### src/design/tbw_pkg.sv
// ----------------------------------------------------------------------------
// tbw_pkg
// Shared types, constants and helpers of the tile background/window pixel unit.
// ----------------------------------------------------------------------------
package tbw_pkg;

    localparam int SCREEN_WIDTH  = 160;
    localparam int SCREEN_HEIGHT = 144;
    localparam int RAM_DEPTH     = 8192;
    localparam int RAM_AW        = $clog2(RAM_DEPTH);

    localparam int S_DATA_W = 40;
    localparam int M_DATA_W = 40;
    localparam int PADDR_W  = 5;
    localparam int PDATA_W  = 32;

    // video ram offsets, relative to 0x8000
    localparam logic [RAM_AW-1:0] MAP0_OFF        = RAM_AW'(16'h9800 - 16'h8000);
    localparam logic [RAM_AW-1:0] MAP1_OFF        = RAM_AW'(16'h9C00 - 16'h8000);
    localparam logic [RAM_AW-1:0] SIGNED_TILE_OFF = RAM_AW'(16'h9000 - 16'h0800 - 16'h8000);

    // lcd_control bit positions
    localparam int LCDC_LCD_EN   = 7;
    localparam int LCDC_WIN_MAP  = 6;
    localparam int LCDC_WIN_EN   = 5;
    localparam int LCDC_TILE_UNS = 4;
    localparam int LCDC_BG_MAP   = 3;
    localparam int LCDC_BG_EN    = 0;

    localparam logic OP_WRITE  = 1'b0;
    localparam logic OP_SAMPLE = 1'b1;

    typedef enum logic [2:0] {
        REG_LCD_CONTROL = 3'd0,
        REG_SCROLL_Y    = 3'd1,
        REG_SCROLL_X    = 3'd2,
        REG_WINDOW_Y    = 3'd3,
        REG_WINDOW_X    = 3'd4,
        REG_BG_PALETTE  = 3'd5
    } tbw_reg_idx_t;

    typedef struct packed {
        logic [7:0] lcd_control;
        logic [7:0] scroll_y;
        logic [7:0] scroll_x;
        logic [7:0] window_y;
        logic [7:0] window_x;
        logic [7:0] bg_palette;
    } tbw_cfg_t;

    localparam tbw_cfg_t CFG_RESET = '{
        lcd_control: 8'd145,
        scroll_y:    8'd0,
        scroll_x:    8'd0,
        window_y:    8'd0,
        window_x:    8'd0,
        bg_palette:  8'd252
    };

    typedef enum logic [1:0] {
        ST_IDLE,
        ST_TILE,
        ST_LOW,
        ST_HIGH
    } tbw_state_t;

    // controller -> datapath
    typedef struct packed {
        logic accept;
        logic rd_low;
        logic rd_high;
        logic load_out;
    } tbw_cmd_t;

    // datapath -> controller
    typedef struct packed {
        logic is_sample;
        logic on_screen;
        logic blank;
        logic out_free;
    } tbw_status_t;

    function automatic logic [31:0] shade_argb(input logic [1:0] shade);
        logic [31:0] c;
        case (shade)
            2'd0:    c = 32'hFFE0F8D0;
            2'd1:    c = 32'hFF88C070;
            2'd2:    c = 32'hFF346856;
            default: c = 32'hFF081820;
        endcase
        return c;
    endfunction

endpackage

### src/design/tbw_ctrl.sv
// ----------------------------------------------------------------------------
// tbw_ctrl
// Sequencer for the three dependent video ram reads of a pixel sample.
// ----------------------------------------------------------------------------
module tbw_ctrl (
    input  logic                  clk,
    input  logic                  rst_n,
    input  logic                  s_tvalid,
    output logic                  s_tready,
    input  tbw_pkg::tbw_status_t  status,
    output tbw_pkg::tbw_cmd_t     cmd
);
    import tbw_pkg::*;

    tbw_state_t state_reg;
    tbw_state_t state_next;
    logic       accept;
    tbw_state_t after_accept;

    // in the last read state the next transfer is taken as the result leaves
    always_comb
    begin
        unique case (state_reg)
            ST_IDLE: s_tready = 1'b1;
            ST_HIGH: s_tready = status.out_free;
            default: s_tready = 1'b0;
        endcase
    end

    assign accept = s_tvalid && s_tready;

    always_comb
    begin
        if (!status.is_sample || !status.on_screen)
        begin
            after_accept = ST_IDLE;
        end
        else if (status.blank)
        begin
            after_accept = ST_HIGH;
        end
        else
        begin
            after_accept = ST_TILE;
        end
    end

    always_comb
    begin
        state_next = state_reg;
        unique case (state_reg)
            ST_IDLE:
            begin
                if (accept)
                begin
                    state_next = after_accept;
                end
            end
            ST_TILE: state_next = ST_LOW;
            ST_LOW:  state_next = ST_HIGH;
            ST_HIGH:
            begin
                if (accept)
                begin
                    state_next = after_accept;
                end
                else if (status.out_free)
                begin
                    state_next = ST_IDLE;
                end
            end
            default: state_next = ST_IDLE;
        endcase
    end

    always_comb
    begin
        cmd          = '0;
        cmd.accept   = accept;
        unique case (state_reg)
            ST_TILE: cmd.rd_low   = 1'b1;
            ST_LOW:  cmd.rd_high  = 1'b1;
            ST_HIGH: cmd.load_out = status.out_free;
            default: cmd.rd_low   = 1'b0;
        endcase
    end

    always_ff @(posedge clk or negedge rst_n)
    begin
        if (!rst_n)
        begin
            state_reg <= ST_IDLE;
        end
        else
        begin
            state_reg <= state_next;
        end
    end

endmodule

### config.mk
export PLATFORM = sky130hd
export DESIGN_NAME = tbw_ctrl
export DESIGN_NICKNAME = d
export VERILOG_FILES = /design/src/design/tbw_pkg.sv /design/src/design/tbw_ctrl.sv
export SDC_FILE = /design/constraint.sdc
export NUM_CORES = 1
export LEC_CHECK = 0
export BUFFER_PORTS_ARGS = -buffer_cell sky130_fd_sc_hd__buf_4
export CAP_MARGIN = 5
export CORE_AREA = 5 5 42 44
export CTS_BUF_LIST = sky130_fd_sc_hd__clkbuf_4 sky130_fd_sc_hd__clkbuf_8 sky130_fd_sc_hd__clkbuf_16
export DETAILED_ROUTE_END_ITERATION = 8
export DIE_AREA = 0 0 47 49
export PLACE_DENSITY = 0.36
export SLEW_MARGIN = 20
export SYNTH_ARGS = -nofsm -noshare
export SYNTH_HDL_FRONTEND = slang
export SYNTH_SLANG_ARGS = --single-unit
### constraint.sdc
create_clock -name clk -period 1.41 [get_ports clk]
set_clock_uncertainty 0.05 [all_clocks]
set_input_delay 0.141 -clock clk [delete_from_list [all_inputs] [get_ports clk]]
set_output_delay 0.141 -clock clk [all_outputs]
set_load 0.005 [all_outputs]
==> results.sh <==
export IMPL_grt_max_degree=6
export IMPL_fin_nets=59
export IMPL_routabilityCongestion=0.719
export IMPL_internal_power_uw=763
export IMPL_required_ps=1220
export IMPL_wl_um=784
export IMPL_num_rows=14
export IMPL_drtIter0Drc=0
export IMPL_syn_nets=36
export IMPL_avgSynthCellArea_um2=8.96
export IMPL_peakVddDrop_mv=1.05
export IMPL_critPathKind="reg -> out"
export IMPL_area_growth_pct=123
export IMPL_largest_register_ffs=2
export IMPL_ys_warn_count=0
export IMPL_rsz0062_at_grt="true"
export IMPL_drc=0
export IMPL_cts_root_buf="clkbuf_4"
export IMPL_p_clk_share_pct=10.4
export IMPL_fin_crit_ps=1510
export IMPL_setup_viol=3
export IMPL_cts_tree="built"
export IMPL_synth_cell_types=16
export IMPL_setup_slack_ps=-98.0
export IMPL_met1Wirelength_um=245
export IMPL_wl_met2_um=462
export IMPL_rrSetupSlack_ps=-60
export IMPL_stdcell_count=62
export IMPL_diodes=0
export IMPL_startpoint_type="flip-flop"
export IMPL_avgViaCountPerCell=4.35
export IMPL_antenna_found_initial=0
export IMPL_critPathArrivalTime_ps=1320
export IMPL_h_tree_depth=1
export IMPL_status="finished with violations"
export IMPL_io_buffers=11
export IMPL_power_leakage_uw=0.000228
export IMPL_start_util_pct=16.0
export IMPL_clk_insertion_delay_late_ps=230
export IMPL_rr_worst_depth=6
export IMPL_fin_crit_sh_pct=107
export IMPL_grt_pass1_wl_mm=1.09
export IMPL_slew_viol_final=0
export IMPL_crit_path_end_kind="output port"
export IMPL_die_h_um=49
export IMPL_dpl_cell_count=55
export IMPL_violations="negative setup slack"
export IMPL_path_buf_inv=2
export IMPL_place_hpwl_um=490
export IMPL_yosysSeqAreaShare_pct=22.3
export IMPL_path_depth=6
export IMPL_syn_inst=25
export IMPL_cts_buffers=3
export IMPL_wl_met3_um=60
export IMPL_vias=270
export IMPL_grt_overflow=0
export IMPL_holdCritPathClass="in -> async"
export IMPL_netlist_area_um2=224
export IMPL_path_max_fanout=3
export IMPL_crit_slowest_cell="dfrtp_1"
export IMPL_slew_headroom_pct=84.7
export IMPL_top_layer="met4"
export IMPL_crit_path_cell_trace="buf_6 > ha_4 > and2_4 > nor2_4 > nor2_1 > buf_4"
export IMPL_crit_family="flip-flops"
export IMPL_cts_buffer_depth=2
export IMPL_layout_drive_gt1_share_pct=78.3
export IMPL_drt_pass1_iterations=1
export IMPL_hold_viol_final=0
export IMPL_core_um2=1400
export IMPL_power_switching_uw=472
export IMPL_combPwrFrac_pct=80.0
export IMPL_dieArea_um2=2300
export IMPL_ant_nets=0
export IMPL_track_usage_pct=6.77
export IMPL_power_density_nw_per_um2=2470
export IMPL_boundaryPins=12
export IMPL_clk_pin_slew_ps=30
export IMPL_grt_pass1_vias=293
export IMPL_switching_share_pct=38.2
export IMPL_worst_pin_slew_ps=225
export IMPL_cpPeakStageDelay_ps=390
export IMPL_ys_ff_latch=2
export IMPL_cts_sinks=2
export IMPL_power_share_sequential_pct=9.5
export IMPL_wl_per_cell_um=12.6
export IMPL_drv_cap=0
export IMPL_p_total_uw=1240
export IMPL_die_w_um=47
export IMPL_max_freq_ghz=0.663
-- placed cells by master, fill, tap and decap left out, drive strengths merged --
master	count
and4b	1
mux2i	1
a32oi	1
nor2	3
o211ai	1
dlygate4sd3	1
o2111ai	1
a22oi	1
nand2b	2
nor2b	2
inv	2
dfrtp	2
and2	1
buf	19
clkbuf	3
ha	4
a22o	1
-- synthesized netlist by cell type --
library cell,n,share of area (%)
o2111ai_1,1,3.9
mux2i_1,1,4.5
dfrtp_1,2,22
a32oi_1,1,3.9
a22oi_1,1,3.4
and2_1,1,2.8
inv_1,2,3.4
and4b_1,1,4.5
a22o_1,1,3.9
ha_1,4,22
nand2b_1,2,5.6
buf_4,1,3.4
nor2b_1,2,5.6
o211ai_1,1,3.4
buf_2,1,2.2
nor2_1,3,5.0
-- power by group through the flow --
stage | logic, uW | clock network [uW] | registers, uW
after detailed placement | 600 | 0 | 105
final | 989 | 129 | 118
after global routing | 1060 | 143 | 120
after floorplan | 324 | 0 | 111
after CTS | 826 | 139 | 115
after global placement | 601 | 0 | 107
-- repair_timing --
item                                    in CTS  in global routing
buffers inserted                             4                  0
hold buffers                                 1                  0
pin swaps                                    5                  3
gates resized for setup                     12                  8
endpoints found under the setup margin       4                  6
endpoints found under the hold margin        2                  0
-- layer usage --
layer | vias up | global-route usage (%)
met1 | 125 | 5.29
li1 | 133 | -
met2 | 10 | 12.0
met4 | 0 | 6.91
met5 | - | 0
met3 | 2 | 1.48
-- metrics by stage --
stage,setup TNS [ps],hold slack (ps),setup WS [ps],area [um2],util (%)
after floorplan,0,-205,35.0,224,-
after detailed placement,-38.6,-125,-38.6,352,25.1
final,-248,180,-98.0,499,35.6
after global routing,-455,183,-152,499,35.6
after CTS,-217,173,-97.2,462,32.9
after global placement,-58.0,-127,-55.9,352,25.1
-- kinds of logic after synthesis --
group                    Yosys count  share of synthesized area [%]
AO/OA/AOI/OAI                      5                           18.4
adder cells (fa/ha/maj)            4                           22.3
AND/OR/NAND/NOR                    9                           23.5
multiplexers                       1                           4.47
buffers and inverters              4                           8.94
flip-flops                         2                           22.3
-- final cells by class --
type	instances	area [um2]
Clock buffer	3	22.5
Timing Repair Buffer	20	160
Multi-Input combinational cell	19	239
Inverter	2	7.51
Sequential cell	2	50.0
Tap cell	16	20.0
Fill cell	147	902
-- worst paths after layout --
path / from / to
min in group clk: status[3] / state_reg[0]
hold / removal: rst_n / state_reg[1]
hold reg to reg: state_reg[0] / state_reg[0]
setup / recovery: state_reg[0] / s_tready
setup reg to reg: state_reg[0] / state_reg[1]
max in group asynchronous: rst_n / state_reg[0]
Note: power is estimated with default switching activity, not from simulation.
