--- config.mk ---
export PLATFORM = sky130hd
export DESIGN_NAME = tbw_regs
export DESIGN_NICKNAME = d
export VERILOG_FILES = /design/src/design/tbw_pkg.sv /design/src/design/tbw_regs.sv
export SDC_FILE = /design/constraint.sdc
export NUM_CORES = 1
export LEC_CHECK = 0
export BUFFER_PORTS_ARGS = -buffer_cell sky130_fd_sc_hd__clkbuf_2
export CAP_MARGIN = 5
export CORE_MARGIN = 2
export CORE_UTILIZATION = 45
export CTS_BUF_LIST = sky130_fd_sc_hd__clkbuf_2 sky130_fd_sc_hd__clkbuf_4 sky130_fd_sc_hd__clkbuf_8
export CTS_CLUSTER_SIZE = 24
export DETAILED_ROUTE_END_ITERATION = 7
export PLACE_DENSITY = 0.79
export SLEW_MARGIN = 20
export SYNTH_ARGS = -nofsm -noshare
export SYNTH_HDL_FRONTEND = slang
export SYNTH_SLANG_ARGS = --single-unit
--- constraint.sdc ---
create_clock -name clk -period 1.45 [get_ports clk]
set_input_delay 0.0725 -clock clk [delete_from_list [all_inputs] [get_ports clk]]
set_output_delay 0.0725 -clock clk [all_outputs]
set_load 0.01 [all_outputs]
--- src/design/tbw_pkg.sv ---
// ----------------------------------------------------------------------------
// tbw_pkg
// Shared types, constants and helpers of the tile background/window pixel unit.
// ----------------------------------------------------------------------------
package tbw_pkg;

    localparam int SCREEN_WIDTH  = 160;
    localparam int SCREEN_HEIGHT = 144;
    localparam int RAM_DEPTH     = 8192;
    localparam int RAM_AW        = $clog2(RAM_DEPTH);

    localparam int S_DATA_W = 40;
    localparam int M_DATA_W = 40;
    localparam int PADDR_W  = 5;
    localparam int PDATA_W  = 32;

    // video ram offsets, relative to 0x8000
    localparam logic [RAM_AW-1:0] MAP0_OFF        = RAM_AW'(16'h9800 - 16'h8000);
    localparam logic [RAM_AW-1:0] MAP1_OFF        = RAM_AW'(16'h9C00 - 16'h8000);
    localparam logic [RAM_AW-1:0] SIGNED_TILE_OFF = RAM_AW'(16'h9000 - 16'h0800 - 16'h8000);

    // lcd_control bit positions
    localparam int LCDC_LCD_EN   = 7;
    localparam int LCDC_WIN_MAP  = 6;
    localparam int LCDC_WIN_EN   = 5;
    localparam int LCDC_TILE_UNS = 4;
    localparam int LCDC_BG_MAP   = 3;
    localparam int LCDC_BG_EN    = 0;

    localparam logic OP_WRITE  = 1'b0;
    localparam logic OP_SAMPLE = 1'b1;

    typedef enum logic [2:0] {
        REG_LCD_CONTROL = 3'd0,
        REG_SCROLL_Y    = 3'd1,
        REG_SCROLL_X    = 3'd2,
        REG_WINDOW_Y    = 3'd3,
        REG_WINDOW_X    = 3'd4,
        REG_BG_PALETTE  = 3'd5
    } tbw_reg_idx_t;

    typedef struct packed {
        logic [7:0] lcd_control;
        logic [7:0] scroll_y;
        logic [7:0] scroll_x;
        logic [7:0] window_y;
        logic [7:0] window_x;
        logic [7:0] bg_palette;
    } tbw_cfg_t;

    localparam tbw_cfg_t CFG_RESET = '{
        lcd_control: 8'd145,
        scroll_y:    8'd0,
        scroll_x:    8'd0,
        window_y:    8'd0,
        window_x:    8'd0,
        bg_palette:  8'd252
    };

    typedef enum logic [1:0] {
        ST_IDLE,
        ST_TILE,
        ST_LOW,
        ST_HIGH
    } tbw_state_t;

    // controller -> datapath
    typedef struct packed {
        logic accept;
        logic rd_low;
        logic rd_high;
        logic load_out;
    } tbw_cmd_t;

    // datapath -> controller
    typedef struct packed {
        logic is_sample;
        logic on_screen;
        logic blank;
        logic out_free;
    } tbw_status_t;

    function automatic logic [31:0] shade_argb(input logic [1:0] shade);
        logic [31:0] c;
        case (shade)
            2'd0:    c = 32'hFFE0F8D0;
            2'd1:    c = 32'hFF88C070;
            2'd2:    c = 32'hFF346856;
            default: c = 32'hFF081820;
        endcase
        return c;
    endfunction

endpackage

--- src/design/tbw_regs.sv ---
// ----------------------------------------------------------------------------
// tbw_regs
// APB register file holding the display control, scroll, window and palette.
// ----------------------------------------------------------------------------
module tbw_regs (
    input  logic                           clk,
    input  logic                           rst_n,
    input  logic                           psel,
    input  logic                           penable,
    input  logic                           pwrite,
    input  logic [tbw_pkg::PADDR_W-1:0]    paddr,
    input  logic [tbw_pkg::PDATA_W-1:0]    pwdata,
    output logic [tbw_pkg::PDATA_W-1:0]    prdata,
    output logic                           pready,
    output tbw_pkg::tbw_cfg_t              cfg
);
    import tbw_pkg::*;

    tbw_cfg_t   cfg_reg;
    tbw_cfg_t   cfg_next;
    logic [2:0] idx;
    logic       wr_en;
    logic [7:0] rd_byte;

    assign pready = 1'b1;
    assign idx    = paddr[4:2];
    assign wr_en  = psel && penable && pwrite && pready;

    always_comb
    begin
        cfg_next = cfg_reg;
        if (wr_en)
        begin
            unique case (idx)
                REG_LCD_CONTROL: cfg_next.lcd_control = pwdata[7:0];
                REG_SCROLL_Y:    cfg_next.scroll_y    = pwdata[7:0];
                REG_SCROLL_X:    cfg_next.scroll_x    = pwdata[7:0];
                REG_WINDOW_Y:    cfg_next.window_y    = pwdata[7:0];
                REG_WINDOW_X:    cfg_next.window_x    = pwdata[7:0];
                REG_BG_PALETTE:  cfg_next.bg_palette  = pwdata[7:0];
                default:         cfg_next = cfg_reg;
            endcase
        end
    end

    always_comb
    begin
        unique case (idx)
            REG_LCD_CONTROL: rd_byte = cfg_reg.lcd_control;
            REG_SCROLL_Y:    rd_byte = cfg_reg.scroll_y;
            REG_SCROLL_X:    rd_byte = cfg_reg.scroll_x;
            REG_WINDOW_Y:    rd_byte = cfg_reg.window_y;
            REG_WINDOW_X:    rd_byte = cfg_reg.window_x;
            REG_BG_PALETTE:  rd_byte = cfg_reg.bg_palette;
            default:         rd_byte = 8'd0;
        endcase
    end

    assign prdata = {{(PDATA_W-8){1'b0}}, rd_byte};

    always_ff @(posedge clk or negedge rst_n)
    begin
        if (!rst_n)
        begin
            cfg_reg <= CFG_RESET;
        end
        else
        begin
            cfg_reg <= cfg_next;
        end
    end

    assign cfg = cfg_reg;

endmodule

==> results of run 1 <==
-- repair_timing --
action | 4_1_cts | 5_1_grt
hold buffers | 1 | 0
buffers inserted | 8 | 5
gates resized for setup | 6 | 6
hold endpoints to repair | 47 | 0
pin swaps | 0 | 2
endpoints found under the setup margin | 7 | 8
-- cell usage in the layout (no fill, tap or decap), types with 2 or more instances in the layout --
master and count:
nand2_1 9, clkbuf_8 5, nor2_2 3, buf_4 32, nand2b_1 2, a221oi_2 4
buf_12 2, dfstp_2 9, o32a_1 4, a31oi_1 4, dfrtp_1 39, conb_1 25
mux2i_1 12, buf_2 4, clkbuf_2 67, o21ai_1 4, mux2_4 8, mux2_2 48
-- final timing paths --
path                            startpoint        end  slack (ps)  cells after the start
worst max register to register     cfg[43]    cfg[43]         430                      3
max in group asynchronous            rst_n    cfg[40]         880                      3
worst max-delay path               cfg[29]  prdata[5]         -50                      4
worst min register to register     cfg[19]    cfg[19]         540                      1
worst min-delay path             pwdata[7]    cfg[47]          70                      2
min in group asynchronous            rst_n    cfg[20]         270                      3
-- Yosys cell counts --
| cell type | n |
|---|---|
| mux2_2 | 48 |
| dfrtp_1 | 39 |
| buf_4 | 27 |
| mux2i_1 | 12 |
| dfstp_2 | 9 |
| nand2_1 | 9 |
| mux2_4 | 8 |
| a221oi_1 | 4 |
| a31oi_1 | 4 |
| o21ai_0 | 4 |
| o32a_1 | 4 |
| buf_2 | 3 |
| nor2_2 | 3 |
| clkbuf_1 | 2 |
| conb_1 | 2 |
| nand2b_1 | 2 |
| inv_2 | 1 |
| nand4_2 | 1 |
| nand4b_4 | 1 |
| nor2b_1 | 1 |
| nor3_2 | 1 |
| nor3_4 | 1 |
| or3_1 | 1 |
-- critical path, stage by stage, from the launching register on --
cell and delay, ps:
dfrtp_1 400, mux2_2 280, a221oi_2 230, a31oi_1 70
clkbuf_2 140
-- stage by stage --
step,hold WS [ps],util [%],setup TNS [ps],power (uW),setup WS [ps]
5_1_grt,83.2,59.3,-526,4220,-143
4_1_cts,70.5,58.6,-177,3990,-55.4
3_3_place_gp,76.3,54.8,0,2910,136
3_5_place_dp,78.9,54.8,0,2950,113
2_1_floorplan,-223,-,0,2500,224
6_report,71.5,59.3,-156,4010,-47.5
-- metal layers --
layer / global-route usage (%) / wire [um]
met5: 0 / 0
met4: 7.37 / 100
met3: 5.06 / 431
met2: 31.0 / 2840
met1: 26.3 / 2440
-- power by group through the flow --
stage	clock network [uW]	registers (uW)	logic (uW)
final	961	1840	1210
after detailed placement	0	1870	1080
after CTS	977	1840	1180
after global placement	0	1860	1050
after global routing	1040	1870	1320
after floorplan	0	1960	539
-- cell type report --
| type | count | area, sq um | area share, % |
|---|---|---|---|
| clock buffer | 5 | 68.8 | 2.14 |
| clock inverter | 3 | 42.5 | 1.32 |
| inverter | 1 | 3.75 | 0.116 |
| multi-input combinational | 129 | 1160 | 36.0 |
| sequential | 48 | 1210 | 37.6 |
| tap | 72 | 90.1 | 2.80 |
| timing repair buffer | 106 | 646 | 20.0 |
-- logic make-up after synthesis --
kind of cell	Yosys count	synth area share [%]
multiplexers	68	31.4
flip-flops	48	48.7
buffers and inverters	33	9.20
AND/OR/NAND/NOR	20	5.63
AO/OA/AOI/OAI	16	4.82
other	2	0.302
==> run_results.csv, run 1 <==
group,metric,value,unit
detailed_routing,drt-vias-per-instance,5.10,
layout,layout-drive-gt1-share,65.1,%
detailed_routing,vias,1855,
layout,instances_no_fill,364,
clocking,h-tree-depth,2,
clocking,cts.sinks,48,
min_path,worstHoldPathType,"input pin to flip-flop",
layout,fillers,450,
yosys,yosysSeqAreaShare,48.7,%
detailed_routing,ant_nets,0,
grt,grt_pass1_vias,1831,
grt,grt_pass1_wl,9.32,mm
critical_path,arrival,1420,ps
critical_path,end_kind,"output pin",
place,place_inst,342,
yosys,ys_ff_latch,48,
yosys,avgSynthCellArea,13.3,sq um
yosys,synth_area,2490,sq um
clocking,numCtsBuffers,5,
floorplanning,die-area,6140,sq um
timing,clock_skew,0,ps
floorplanning,io_pins,123,
floorplanning,rows,27,
detailed_routing,dr.first_iter.drc_count,86,
pwr,leakage,0.00167,uW
run_status,violations,"setup timing",
pwr,peakVddDrop,0.000921,V
layout,final_area,3220,sq um
place,hpwl,4.12,mm
timing,drv_slew,0,
floorplanning,die_y,78.4,um
grt,groute.usage.overall,19.7,%
yosys,ys_warn_count,0,
clocking,cts_tree,"yes",
job,cap_violations,0,
timing,period_share,103,%
pwr,power_frac_comb,30.2,%
place,io_buffer_count,71,
layout,antennaDiodeCount,0,
pwr,pwr-share-clk,24.0,%
yosys,netlist_instances,187,
critical_path,worst-path-max-fanout,3,
layout,layout.nets,333,
clocking,clockRootBuffer,"clkbuf_8",
timing,timing.final.ws_setup,-47.5,ps
yosys,synth_top_area_share,39.2,%
pwr,p_sw,1220,uW
timing,rsz0062_at_grt,"yes",
floorplanning,initial_core_util,45.8,%
critical_path,critPathRequiredTime,1380,ps
timing,hold_violations,0,
detailed_routing,drt_wl_total,5.82,mm
floorplanning,core-area,5440,sq um
floorplanning,die_w,78.4,um
detailed_routing,wl_per_cell,16.0,um
grt,antenna_found_initial,0,
pwr,pwr-share-seq,45.9,%
clocking,clkTransAtPathRegs,90,ps
grt,gr-total-overflow,0,
layout,largest_reg_flops,48,
clocking,clk_path_buf_depth,2,
yosys,synthTopCellsByArea,"dfrtp_1, mux2_2, dfstp_2",
clocking,clock_latency,300,ps
timing,finalSetupViolations,6,
pwr,p_int,2790,uW
place,place_congestion,0.782,
yosys,synth_cell_types,23,
critical_path,startpoint_type,"flip-flop",
critical_path,crit_type,"flip-flop to output pin",
timing,period_needed,1500,ps
detailed_routing,first_pass_iters,4,
pwr,p_per_area,1240,nW/um^2
detailed_routing,drc,0,
run_status,status,"finished with violations",
grt,grt_start_max_net_pins,49,
pwr,swShare,30.3,%
yosys,yosys.area.top_type,"dfrtp_1",
place,dpl_cell_area,2980,sq um
timing,max_freq,0.668,GHz
layout,areaGrowthSynthToFinish,29.4,%
No activity file was read; power rests on OpenSTA's default activity.
==> run 2, diff against run 1 <==
--- a/config.mk
+++ b/config.mk
@@ -7,12 +7,14 @@
 export LEC_CHECK = 0
 export BUFFER_PORTS_ARGS = -buffer_cell sky130_fd_sc_hd__clkbuf_2
 export CAP_MARGIN = 5
+export CELL_PAD_IN_SITES_DETAIL_PLACEMENT = 0
+export CELL_PAD_IN_SITES_GLOBAL_PLACEMENT = 1
 export CORE_MARGIN = 2
-export CORE_UTILIZATION = 45
+export CORE_UTILIZATION = 39
 export CTS_BUF_LIST = sky130_fd_sc_hd__clkbuf_2 sky130_fd_sc_hd__clkbuf_4 sky130_fd_sc_hd__clkbuf_8
 export CTS_CLUSTER_SIZE = 24
 export DETAILED_ROUTE_END_ITERATION = 7
-export PLACE_DENSITY = 0.79
+export PLACE_DENSITY = 0.88
 export SLEW_MARGIN = 20
 export SYNTH_ARGS = -nofsm -noshare
 export SYNTH_HDL_FRONTEND = slang
==> run 2 against run 1 <==
  * The run still ends with setup timing left
  * Combinational power barely moved
  * Clock power rose by 10%
  * Final area rose by 1.6%
  * Die area rose by 15%
  * Final cell count rose by 2.2%
==> run_results.csv, run 2 (synthesis gave the netlist of run 1 again) <==
group,metric,value,unit
layout,utilization,52.2,%
clocking,clkTransAtPathRegs,90,ps
layout,fillers,599,
timing,clock_skew,0,ps
floorplanning,die_y,83.9,um
layout,final_cell_mix,"clkbuf_2, mux2_2, dfrtp_1",
min_path,worstHoldPathType,"input pin to flip-flop",
timing,finalSetupViolations,5,
critical_path,rrSetupSlack,440,ps
place,hpwl,4.22,mm
timing,hold_violations,0,
timing,timing.final.ws_setup,-54.5,ps
pwr,p_total,4120,uW
clocking,cts.sinks,48,
floorplanning,die_w,83.9,um
clocking,clock_latency,310,ps
detailed_routing,drt-vias-per-instance,4.77,
critical_path,crit_type,"flip-flop to output pin",
detailed_routing,wl_per_cell,15.6,um
timing,max_freq,0.665,GHz
pwr,p_per_area,1260,nW/um^2
floorplanning,initial_core_util,39.7,%
grt,groute.usage.overall,16.9,%
critical_path,arrival,1430,ps
clocking,numCtsBuffers,5,
critical_path,r2r_start,"cfg[43]",
pwr,peakVddDrop,0.000616,V
clocking,clk_path_buf_depth,2,
timing,period_share,104,%
critical_path,worst-path-max-fanout,2,
timing,tns,-153,ps
detailed_routing,ant_nets,0,
grt,grt_pass1_wl,9.19,mm
critical_path,startpoint,"cfg[44]",
run_status,status,"finished with violations",
place,place_congestion,0.780,
layout,antennaDiodeCount,0,
critical_path,critPathRequiredTime,1380,ps
pwr,leakage,0.00170,uW
place,io_buffer_count,71,
run_status,violations,"setup timing",
layout,final_common_cell,"clkbuf_2",
detailed_routing,drc,0,
floorplanning,io_pins,123,
layout,seq_area,1210,sq um
floorplanning,core-area,6280,sq um
layout,areaGrowthSynthToFinish,31.5,%
clocking,h-tree-depth,2,
job,cap_violations,0,
grt,antenna_found_initial,0,
timing,drv_slew,0,
detailed_routing,first_pass_iters,4,
floorplanning,die-area,7040,sq um
layout,layout-drive-gt1-share,65.8,%
clocking,clockRootBuffer,"clkbuf_8",
timing,period_needed,1500,ps
grt,grt_pass1_vias,1715,
critical_path,startpoint_type,"flip-flop",
floorplanning,rows,29,
layout,layout.nets,336,
detailed_routing,drt_wl_total,5.82,mm
layout,multi_input_area,1170,sq um
place,dpl_cell_area,2990,sq um
clocking,cts_tree,"yes",
detailed_routing,vias,1775,
layout,largest_reg_flops,48,
grt,gr-total-overflow,0,
detailed_routing,dr.first_iter.drc_count,65,
grt,grt_start_max_net_pins,49,
layout,final_area,3270,sq um
timing,rsz0062_at_grt,"yes",
min_path,hp-start,"pwdata[5]",
critical_path,end_kind,"output pin",
place,dp_slack,93.1,ps
-- run 2: changes by cell type in the layout (fill, tap and decap cells not counted) --
cell,previous run,this run
buf_4,32,35
clkbuf_8,5,7
clkinv_2,1,0
clkinvlp_4,1,0
mux2_2,48,47
mux2_4,8,9
o21ai_1,4,3
o21ai_2,0,1
-- run 2: layer usage --
metal / global-route usage, % / part of all wire, % / wire length, um / up-vias
met5: 0 / 0 / 0 / -
met4: 6.01 / 1.3 / 76 / 0
met3: 3.86 / 4.4 / 258 / 5
met2: 26.8 / 49 / 2860 / 47
met1: 22.8 / 45 / 2630 / 882
li1: - / - / - / 841
-- run 2: path summary, 6_finish.rpt --
| path | end | cells past startpoint |
|---|---|---|
| max | prdata[4] | 4 |
| min | cfg[45] | 2 |
| max reg2reg | cfg[43] | 3 |
| min reg2reg | cfg[23] | 1 |
| max in group asynchronous | cfg[6] | 3 |
| min in group asynchronous | cfg[32] | 3 |
-- run 2: critical path: stages, from the launching register on --
cell,delay [ps]
dfstp_2,540
mux2i_1,70
o32a_1,310
o21ai_2,70
buf_2,150
-- run 2: per-stage QoR --
stage,hold WS [ps],cells
floorplan,-223,210
global placement,81.0,348
detailed placement,79.8,348
CTS,59.3,367
global route,63.0,372
finish,68.2,372
-- run 2: what timing repair did --
action / 4_1_cts / 5_1_grt
hold endpoints to repair: 48 / 0
pin swaps: 0 / 2
hold buffers: 1 / 0
setup endpoints to repair: 7 / 8
buffers inserted: 10 / 5
cloned: 0 / 0
gates resized for setup: 6 / 8
-- run 2: where the power goes --
part	internal (uW)	switching, uW
combinational	665	564
sequential	1640	197
clock	609	447
total	2910	1210
-- run 2: final cells by class --
class	instances	area share [%]
Clock inverter	1	0.917
Timing Repair Buffer	109	20.4
Inverter	1	0.115
Tap cell	77	2.94
Clock buffer	7	2.94
Sequential cell	48	37.0
Multi-Input combinational cell	129	35.7
